**config.mk**
```make
export PLATFORM = sky130hd
export DESIGN_NAME = ntt_ram
export DESIGN_NICKNAME = d
export VERILOG_FILES = /design/src/rtl/ntt_ram.sv
export SDC_FILE = /design/constraint.sdc
export NUM_CORES = 1
export LEC_CHECK = 0
export ABC_CLOCK_PERIOD_IN_PS = 2600
export BUFFER_PORTS_ARGS = -buffer_cell sky130_fd_sc_hd__buf_2
export CAP_MARGIN = 20
export CORE_ASPECT_RATIO = 1.75
export CORE_MARGIN = 3
export CORE_UTILIZATION = 42
export DETAILED_ROUTE_END_ITERATION = 12
export HOLD_SLACK_MARGIN = 0.02
export RECOVER_POWER = 50
export SLEW_MARGIN = 20
export SYNTH_ARGS = -nofsm -noshare
export SYNTH_HDL_FRONTEND = slang
export SYNTH_SLANG_ARGS = --single-unit
export TNS_END_PERCENT = 30
```
**constraint.sdc**
```tcl
create_clock -name clk -period 2.6 [get_ports clk]
set_input_delay 0.52 -clock clk [delete_from_list [all_inputs] [get_ports clk]]
set_output_delay 0.52 -clock clk [all_outputs]
set_load 0.02 [all_outputs]
```
**src/rtl/ntt_ram.sv**
```systemverilog
// generic single-write, single-read ram with registered read
module ntt_ram #(
  parameter int WIDTH = 8,
  parameter int DEPTH = 32
) (
  input  logic                                   clk,
  input  logic                                   we,
  input  logic [((DEPTH > 1) ? $clog2(DEPTH) : 1)-1:0] waddr,
  input  logic [WIDTH-1:0]                       wdata,
  input  logic [((DEPTH > 1) ? $clog2(DEPTH) : 1)-1:0] raddr,
  output logic [WIDTH-1:0]                       rdata
);
  logic [WIDTH-1:0] mem [DEPTH];

  always_ff @(posedge clk) begin
    if (we) begin
      mem[waddr] <= wdata;
    end
    rdata <= mem[raddr];
  end
endmodule

```
==> impl_results.md, run 1 <==
* Crit path buf inv count at 2
* Min Tclk post-route at around 2000 ps
* Worst Setup EP: rdata[2]
* CP Launch Type: primary input
* Crit path max-delay cell type: mux4_2
* Share of cells above drive strength 1 at a little over a third
* Hpwl dp at 15350 um
* Yosys cell types at 15
* Clock Power Share at between 30% and 40%
* Slew HR at under 10%
* Status: complete, no violations
* Post-synth top area share at ~76%
* Netlist Area Pre-Place at about 10000 um2
* Post-route ant nets at 0
* Critical path's top delay family: multiplexers
* Syn nets at 437
* WL/cell at ~27 um
* Initial drt markers at slightly below 500
* Count leader, synth: edfxtp_1
* Hold-fix buffer count after cts at 0
* Vias in the first global route at around 4900
* Total CTS buffers at 23
* CTS tree: done
* Switch share at 20.55%
* Share of power burned in registers at a little under three fifths
* Core area at 23430 um2
* Clk_lat worst skew at approximately 530 ps
* Comb pwr share at around 5.7%
* F_max at around 0.49 GHz
* Global-route wire length before repair at 32640 um
* Clock skew at 20.15 ps
* Die width at approximately 120 um
* Number of port buffers at 27
* Maximum VDD drop at about 0.42 mV
* Crit share post-route at about four fifths
* Synth Instances at 417
* Reg-to-Reg Start: mem[31][2]
* Total grt overflow at 0
* Routed WL at ~22000 um
* Synth top area cells: edfxtp_1 (76%), mux4_2 (18%), dfxtp_1 (1.6%)
* Final setup vio count at 0
* Post-CTS setup buffers at 0
* Via density at roughly 5.5
* Number of cells on the worst reg-to-reg path at 3
* Slew Limit Fails at 0
* Root Buffer: clkbuf_16
* Worst-path maximum fanout at 9
* Power Dens Cells at 728.4 nW/um2
* Crit path capture type: flop
* GRT Total Usage at 17.99%
* Int Power at between 0.006 and 0.007 W
* Routed vias at roughly 4500
* CTS Buffer Depth at 3
* Final hold vios at 0
* Worst path depth at 5
* Kind of critical path: primary input to flop
* Pin count of the biggest net entering global routing at 43
* Ys flop type: edfxtp_1
* Initial core utilization at between 40% and 50%
* Overall power at between 0.008 and 0.009 W
* CP peak stage delay at about 570 ps
* Avg Inst Size Synth at roughly 24 um2
* RSZ-0062 raised after global routing: false
* H-tree Lvls at 1
* Seq/Total Area, Yosys at between 70% and 80%
* RR Endpoint: rdata[2]
* Final core utilization at 49.10%
* Die boundary height at between 200 and 250 um
* Register bit total from synthesis at 264
* Leakage at between 3 and 4 nW
* Net switching power at between 0.0015 and 0.002 W
* Sinks on Clock Net at about 260
* Clk pin slew, worst setup/hold paths at 60 ps
* Worst-path cell chain: buf_4, buf_4, mux4_2, mux4_2, mux2_2
* Antenna Cells at 0
* Yosys warnings at 0
* Arr. time, crit path at roughly 2400 ps
* Slew @ Worst Pin at between 1000 and 1500 ps
* Fin nets at 511
* Leading area contributor after synthesis: edfxtp_1
* Critical Path Start: raddr[0]
* Post-synth ARST share at 0%
* Number of synthesized flops with an enable pin at ~260
* R2R Setup Slk at 730 ps
* Max-cap violations at 0
* Rows at 74
* First-pass DRT Iterations at 4
* Drc violations at 0
* # IOs at 28
* Worst Hold Class: primary input to flop
* Commonest cells post-synth: edfxtp_1 (256), mux4_2 (80), nor2_1 (33), dfxtp_1 (8), mux2_2 (8)
* Initial antenna violation count at 0
* Worst Path Required at approximately 3000 ps
* Routability congestion estimate at around 0.79
* PostCTS Resize Cnt at 0
* Setup TNS at 0 ps
* Area grow syn2layout at 14.40%
* Die Footprint at roughly 26000 um2
[power groups by stage]
stage          logic, W  clock network, W  registers, W
6_report       0.000476           0.00314       0.00476
5_1_grt        0.000508           0.00337       0.00476
2_1_floorplan  0.000252                 0       0.00486
3_3_place_gp   0.000480                 0       0.00484
4_1_cts        0.000491           0.00322       0.00476
3_5_place_dp   0.000490                 0       0.00485
[sequential cells by signal (all words and copies together) (netlist names)]
| register | flops |
|---|---|
| mem | 256 |
| rdata | 8 |
[worst min-delay path by stage]
| stage | start | to | slack, ps | cells after the start |
|---|---|---|---|---|
| after global placement | mem[30][4] | rdata[4] | 880 | 3 |
| after global routing | raddr[3] | rdata[1] | 490 | 2 |
| after floorplan | wdata[0] | mem[0][0] | 620 | 0 |
| final | raddr[3] | rdata[1] | 480 | 2 |
| after CTS | raddr[3] | rdata[1] | 480 | 2 |
| after detailed placement | mem[0][2] | rdata[2] | 900 | 3 |
[per-layer routing]
metal	global-route usage (%)	part of all wire, %
met4	6.729	3.2
met3	2.063	3.3
met2	34.16	58
met5	0	0
met1	20.29	35
[metrics by stage]
stage	setup slack, ps	hold WS, ps	instances	cell area, um2
after floorplan	277.6	618.9	417	10050
after global placement	29.66	878.6	770	10840
after detailed placement	27.92	899.1	770	10840
after CTS	569.9	475.3	810	11520
after global routing	533.6	494.3	810	11500
final	572.0	483.5	810	11500
[placed cells by master, fill, tap and decap left out]
| cell type | count |
|---|---|
| clkbuf_16 | 23 |
| nand3b_1 | 5 |
| nand3_1 | 2 |
| clkinv_2 | 5 |
| buf_4 | 36 |
| nor2_1 | 33 |
| mux2_2 | 8 |
| buf_2 | 17 |
| buf_12 | 5 |
| inv_6 | 1 |
| nand2_1 | 1 |
| or3b_2 | 3 |
| clkbuf_1 | 14 |
| edfxtp_1 | 256 |
| clkinv_1 | 7 |
| mux4_2 | 80 |
| or3_1 | 1 |
| dfxtp_1 | 8 |
| bufinv_16 | 1 |
[cells by family after synthesis]
family / Yosys count / synth area share [%]
buffers and inverters: 20 / 1.058
flip-flops: 264 / 78.06
multiplexers: 88 / 18.82
AND/OR/NAND/NOR: 45 / 2.066
[cell type report]
class	count	area (um2)
multi-input cells	133	2100
flip-flops and latches	264	7848
clock buffers	26	586.8
fillers	1840	11920
clock inverters	14	90.09
repair buffers	69	496.7
well taps	304	380.4
No activity file was read; power rests on OpenSTA's default activity.
==> run 2, diff against run 1 <==
--- a/config.mk
+++ b/config.mk
@@ -5,7 +5,7 @@
 export SDC_FILE = /design/constraint.sdc
 export NUM_CORES = 1
 export LEC_CHECK = 0
-export ABC_CLOCK_PERIOD_IN_PS = 2600
+export ABC_CLOCK_PERIOD_IN_PS = 1900
 export BUFFER_PORTS_ARGS = -buffer_cell sky130_fd_sc_hd__buf_2
 export CAP_MARGIN = 20
 export CORE_ASPECT_RATIO = 1.75
==> constraint.sdc (replaced) <==
create_clock -name clk -period 1.9 [get_ports clk]
set_input_delay 0.38 -clock clk [delete_from_list [all_inputs] [get_ports clk]]
set_output_delay 0.38 -clock clk [all_outputs]
set_load 0.02 [all_outputs]
==> impl_results.md, run 2 (synthesis results as in run 1) <==
* Pin count of the biggest net entering global routing at 33
* Overall power at between 0.01 and 0.015 W
* CP most frequent cell: mux4_2
* Worst Hold Class: primary input to flop
* Hpwl dp at around 16000 um
* Crit path max-delay cell type: mux4_2
* Root Buffer: clkbuf_16
* Final instance area at between 10000 and 15000 um2
* CTS Buffer Depth at 3
* Die boundary height at between 200 and 250 um
* Most frequent cells in the layout: edfxtp_1 (256), mux4_2 (80), buf_4 (44), nor2_1 (33), clkbuf_16 (25)
* Crit share post-route at between 90% and 100%
* # IOs at 28
* Dpl cell area at ~11000 um2
* Die width at between 100 and 150 um
* Routed WL at approximately 23000 um
* Clock Power Share at roughly two fifths
* Max-cap violations at 2
* Comb pwr share at approximately 5.8%
* Number of cells on the worst reg-to-reg path at 3
* Area grow syn2layout at 16.44%
* Max FFs per register at 256
* Multi-input combinational cell area at approximately 2100 um2
* Final setup vio count at 0
* Initial antenna violation count at 1
* GRT Total Usage at 18.88%
* Initial drt markers at 357
* Vias in the first global route at between 5000 and 6000
* RSZ-0062 raised after global routing: true
* Slew @ Worst Pin at 1531 ps
* Crit path capture type: flop
* First-pass DRT Iterations at 5
* Final core utilization at between 40 and 50%
* H-tree Lvls at 1
* Share of power burned in registers at ~54%
* Slew Limit Fails at 66
* Maximum VDD drop at about 0.53 mV
* Clk pin slew, worst setup/hold paths at 60 ps
* Status: finished with violations
* Hold Crit Depth at 2
* Kind of critical path: flop to flop
* WL/cell at roughly 28 um
* Global-route wire length before repair at around 34000 um
* Largest register by flop count: mem
* CP peak stage delay at about 560 ps
* Drc violations at 0
* Clk_lat worst skew at around 530 ps
* Core area at around 23000 um2
* Leakage at approximately 3.7 nW
* Int Power at about 0.0096 W
* Setup TNS at 0 ps
* Number of port buffers at 27
* Biggest regs: mem: 256 flops, rdata: 8 flops
* Initial core utilization at between 40% and 50%
* Net switching power at 0.002389 W
* Antenna Cells at 0
* Failing checks: capacitance limit, slew limit
* Clock skew at roughly 21 ps
* F_max at 0.5306 GHz
* Hold-fix buffer count after cts at 0
* Die Footprint at 25900 um2
* Sinks on Clock Net at approximately 260
* Storage element area at 7848 um2
* Share of cells above drive strength 1 at a little over a third
* Via density at roughly 5.6
* Post-Layout Cell Count at a little over 800
* Fin nets at between 500 and 600
* Arr. time, crit path at ~2300 ps
* Total CTS buffers at 24
* Routed vias at around 4600
* Routability congestion estimate at approximately 0.8
* CTS tree: done
* Power Dens Cells at ~1000 nW/um2
* Slew HR at -2.079%
* Post-CTS setup buffers at 0
* Placed cell count at a little under 800
* Fillers at 1877
* Post-route ant nets at 0
* Final hold vios at 0
* Commonest non-fill, non-tap cell in the layout: edfxtp_1
* Total grt overflow at 0
* Worst-path cell chain: mux4_2, mux4_2, mux2_4
* Min Tclk post-route at between 1500 and 2000 ps
* CP Launch Type: flop
* Rows at 74
* Switch share at 19.95%
* Worst-path maximum fanout at 1
* Worst Path Required at approximately 2300 ps
## run 2: cell types whose count changed in the layout (fill, tap and decap cells not counted), sizes merged
cell and change:
clkinv -4, clkbuf +5, clkinvlp +1, buf +10
bufinv +2, inv -1
## run 2: worst max-delay path: cells and delay by family (launching register included)
| family | cells | cell delay (ps) |
|---|---|---|
| flip-flops | 1 | 380 |
| multiplexers | 3 | 1380 |
## run 2: worst paths after layout
check,start,endpoint,slack [ps]
worst min register to register,mem[24][6],rdata[6],910
worst min-delay path,raddr[3],rdata[3],310
worst max register to register,mem[21][3],rdata[3],20
worst max-delay path,mem[21][3],rdata[3],20
## run 2: stage by stage
| step | setup WS [ps] | hold WS, ps |
|---|---|---|
| floorplan | -77.05 | 478.9 |
| global placement | -488.1 | 806.0 |
| detailed placement | -479.2 | 803.4 |
| CTS | 3.072 | 299.6 |
| global route | -3.090 | 312.6 |
| finish | 15.33 | 313.3 |
## run 2: layout make-up
type                    instances  share of cell area, %
clock buffers                  31                  5.537
flip-flops and latches        264                  67.04
well taps                     304                  3.249
repair buffers                 79                  5.098
clock inverters                12                  1.112
multi-input cells             133                  17.97
## run 2: timing repair
item,in CTS,in global routing
gates resized for setup,0,1
endpoints found under the setup margin,0,1
endpoints found under the hold margin,0,0
## run 2: layer usage
metal | up-vias | global-route usage, % | part of all wire, %
met2 | 129 | 36.26 | 59
li1 | 1943 | - | -
met3 | 34 | 2.224 | 4.0
met5 | - | 0 | 0.056
met4 | 2 | 6.767 | 2.9
met1 | 2496 | 20.98 | 34
## run 2: power by group through the flow
stage / sequential (W) / clock (W) / combinational, W
floorplan: 0.00665 / 0 / 0.000373
global placement: 0.00662 / 0 / 0.000702
detailed placement: 0.00663 / 0 / 0.000713
CTS: 0.00650 / 0.00487 / 0.000714
global route: 0.00651 / 0.00509 / 0.000739
finish: 0.00651 / 0.00478 / 0.000693
==> run 3, diff against run 2 <==
--- a/config.mk
+++ b/config.mk
@@ -10,11 +10,10 @@
 export CAP_MARGIN = 20
 export CORE_ASPECT_RATIO = 1.75
 export CORE_MARGIN = 3
-export CORE_UTILIZATION = 42
+export CORE_UTILIZATION = 32
 export DETAILED_ROUTE_END_ITERATION = 12
 export HOLD_SLACK_MARGIN = 0.02
 export RECOVER_POWER = 50
-export SLEW_MARGIN = 20
 export SYNTH_ARGS = -nofsm -noshare
 export SYNTH_HDL_FRONTEND = slang
 export SYNTH_SLANG_ARGS = --single-unit
==> impl_results.md, run 3 (synthesis results as in run 1) <==
* Hpwl dp at around 16000 um
* Crit path buf inv count at 0
* Multi-input combinational cell area at approximately 2100 um2
* Final setup vio count at 0
* Busiest grt layer: met2
* Worst-path cell chain: mux4_2, mux4_2, mux2_4
* Power Dens Cells at approximately 980 nW/um2
* Worst Hold Class: primary input to flop
* Fin nets at 528
* F_max at around 0.54 GHz
* Min Tclk post-route at about 1900 ps
* CP peak stage delay at between 500 and 600 ps
* Share of cells above drive strength 1 at 37.79%
* Placed cell count at 875
* Clk_lat worst skew at just over 500 ps
* CTS Buffer Depth at 3
* Overall power at around 0.012 W
* Dpl cell area at between 10000 and 15000 um2
* Sinks on Clock Net at approximately 260
* Arr. time, crit path at 2260 ps
* Most frequent cells in the layout: edfxtp_1 (256), mux4_2 (80), buf_4 (51), nor2_1 (33), clkbuf_16 (23)
* Total grt overflow at 0
* Max-cap violations at 5
* First-pass DRT Iterations at 4
* Slew Limit Fails at ~170
* # IOs at 28
* Biggest regs: mem: 256 flops, rdata: 8 flops
* Slew @ Worst Pin at ~1600 ps
* Storage element area at 7848 um2
* Die width at roughly 140 um
* Failing checks: capacitance limit, slew limit
* Initial drt markers at between 300 and 400
* Die boundary height at 240.5 um
* Kind of critical path: flop to flop
* Rows at 85
* Antenna Cells at 0
* Routed WL at approximately 22000 um
* Critical path's top delay family: multiplexers
* Number of port buffers at 27
* Post-Layout Cell Count at between 900 and 1000
* Core area at slightly above 30000 um2
* Met2 usage at 27.44%
* Setup TNS at 0 ps
* Routability congestion estimate at 0.7537
* Vias in the first global route at about 5000
* Status: finished with violations
* H-tree Lvls at 1
* Max FFs per register at around 260
* Total CTS buffers at 22
* Crit path capture type: flop
* Post-CTS setup buffers at 0
* Initial antenna violation count at 1
* Grt met3 use at 1.353%
* CP Launch Type: flop
* CTS tree: done
* GRT Total Usage at 13.68%
* CP most frequent cell: mux4_2
* Root Buffer: clkbuf_16
* Die Footprint at ~34000 um2
* Leakage at 3.732 nW
* Initial core utilization at 32.60%
* Final hold vios at 0
* Largest register by flop count: mem
* Pin count of the biggest net entering global routing at 33
* Worst Path Required at between 2000 and 2500 ps
* Commonest non-fill, non-tap cell in the layout: edfxtp_1
* Slew HR at -4.094%
* Worst-path maximum fanout at 1
* Crit path max-delay cell type: mux4_2
* RSZ-0062 raised after global routing: true
* GRT met1 Usage at between 10% and 20%
* Clk pin slew, worst setup/hold paths at 70 ps
* Crit share post-route at 98.06%
* Maximum VDD drop at 0.7178 mV
* Area grow syn2layout at 17.39%
* Drc violations at 0
* Fillers at roughly 2700
* Post-route ant nets at 0
* Hold-fix buffer count after cts at 0
* Routed vias at roughly 4500
* WL/cell at between 20 and 25 um
* Final instance area at ~12000 um2
* Via density at just under 5
* Clock skew at between 8 and 9 ps
* Global-route wire length before repair at between 30000 and 40000 um
run 3: cell type report:
| type | count | area share (%) |
|---|---|---|
| timing repair buffer | 87 | 5.810 |
| tap | 391 | 4.145 |
| clock inverter | 13 | 0.7210 |
| multi-input combinational | 133 | 17.82 |
| sequential | 264 | 66.50 |
| clock buffer | 27 | 5.004 |
run 3: power by group:
group          switching (W)  total, W  internal, W
registers          0.0000222   0.00650      0.00648
logic               0.000395  0.000709     0.000315
clock network        0.00195   0.00430      0.00235
total                0.00237    0.0115      0.00914
run 3: final timing paths:
| path | startpoint | end | slack, ps | cells after the start |
|---|---|---|---|---|
| worst max register to register | mem[7][6] | rdata[6] | 40 | 3 |
| worst min-delay path | raddr[3] | rdata[6] | 310 | 2 |
| worst max-delay path | mem[7][6] | rdata[6] | 40 | 3 |
| worst min register to register | mem[28][0] | rdata[0] | 930 | 3 |
run 3: per-stage QoR:
step	worst slack [ps]	utilization [%]	hold slack [ps]
2_1_floorplan	-77.05	-	478.9
3_3_place_gp	-449.3	36.11	806.6
3_5_place_dp	-464.2	36.11	807.4
4_1_cts	24.47	38.30	307.9
5_1_grt	-1.904	38.26	309.9
6_report	36.93	38.26	313.5
run 3: what timing repair did:
| item | 4_1_cts | 5_1_grt |
|---|---|---|
| endpoints found under the setup margin | 0 | 1 |
| hold endpoints to repair | 0 | 0 |
| resized for setup | 0 | 1 |
run 3: routing by layer:
metal,vias up,share of wire (%)
met5,-,0.058
met4,2,3.1
met3,42,3.8
met2,119,59
met1,2380,34
li1,1958,-
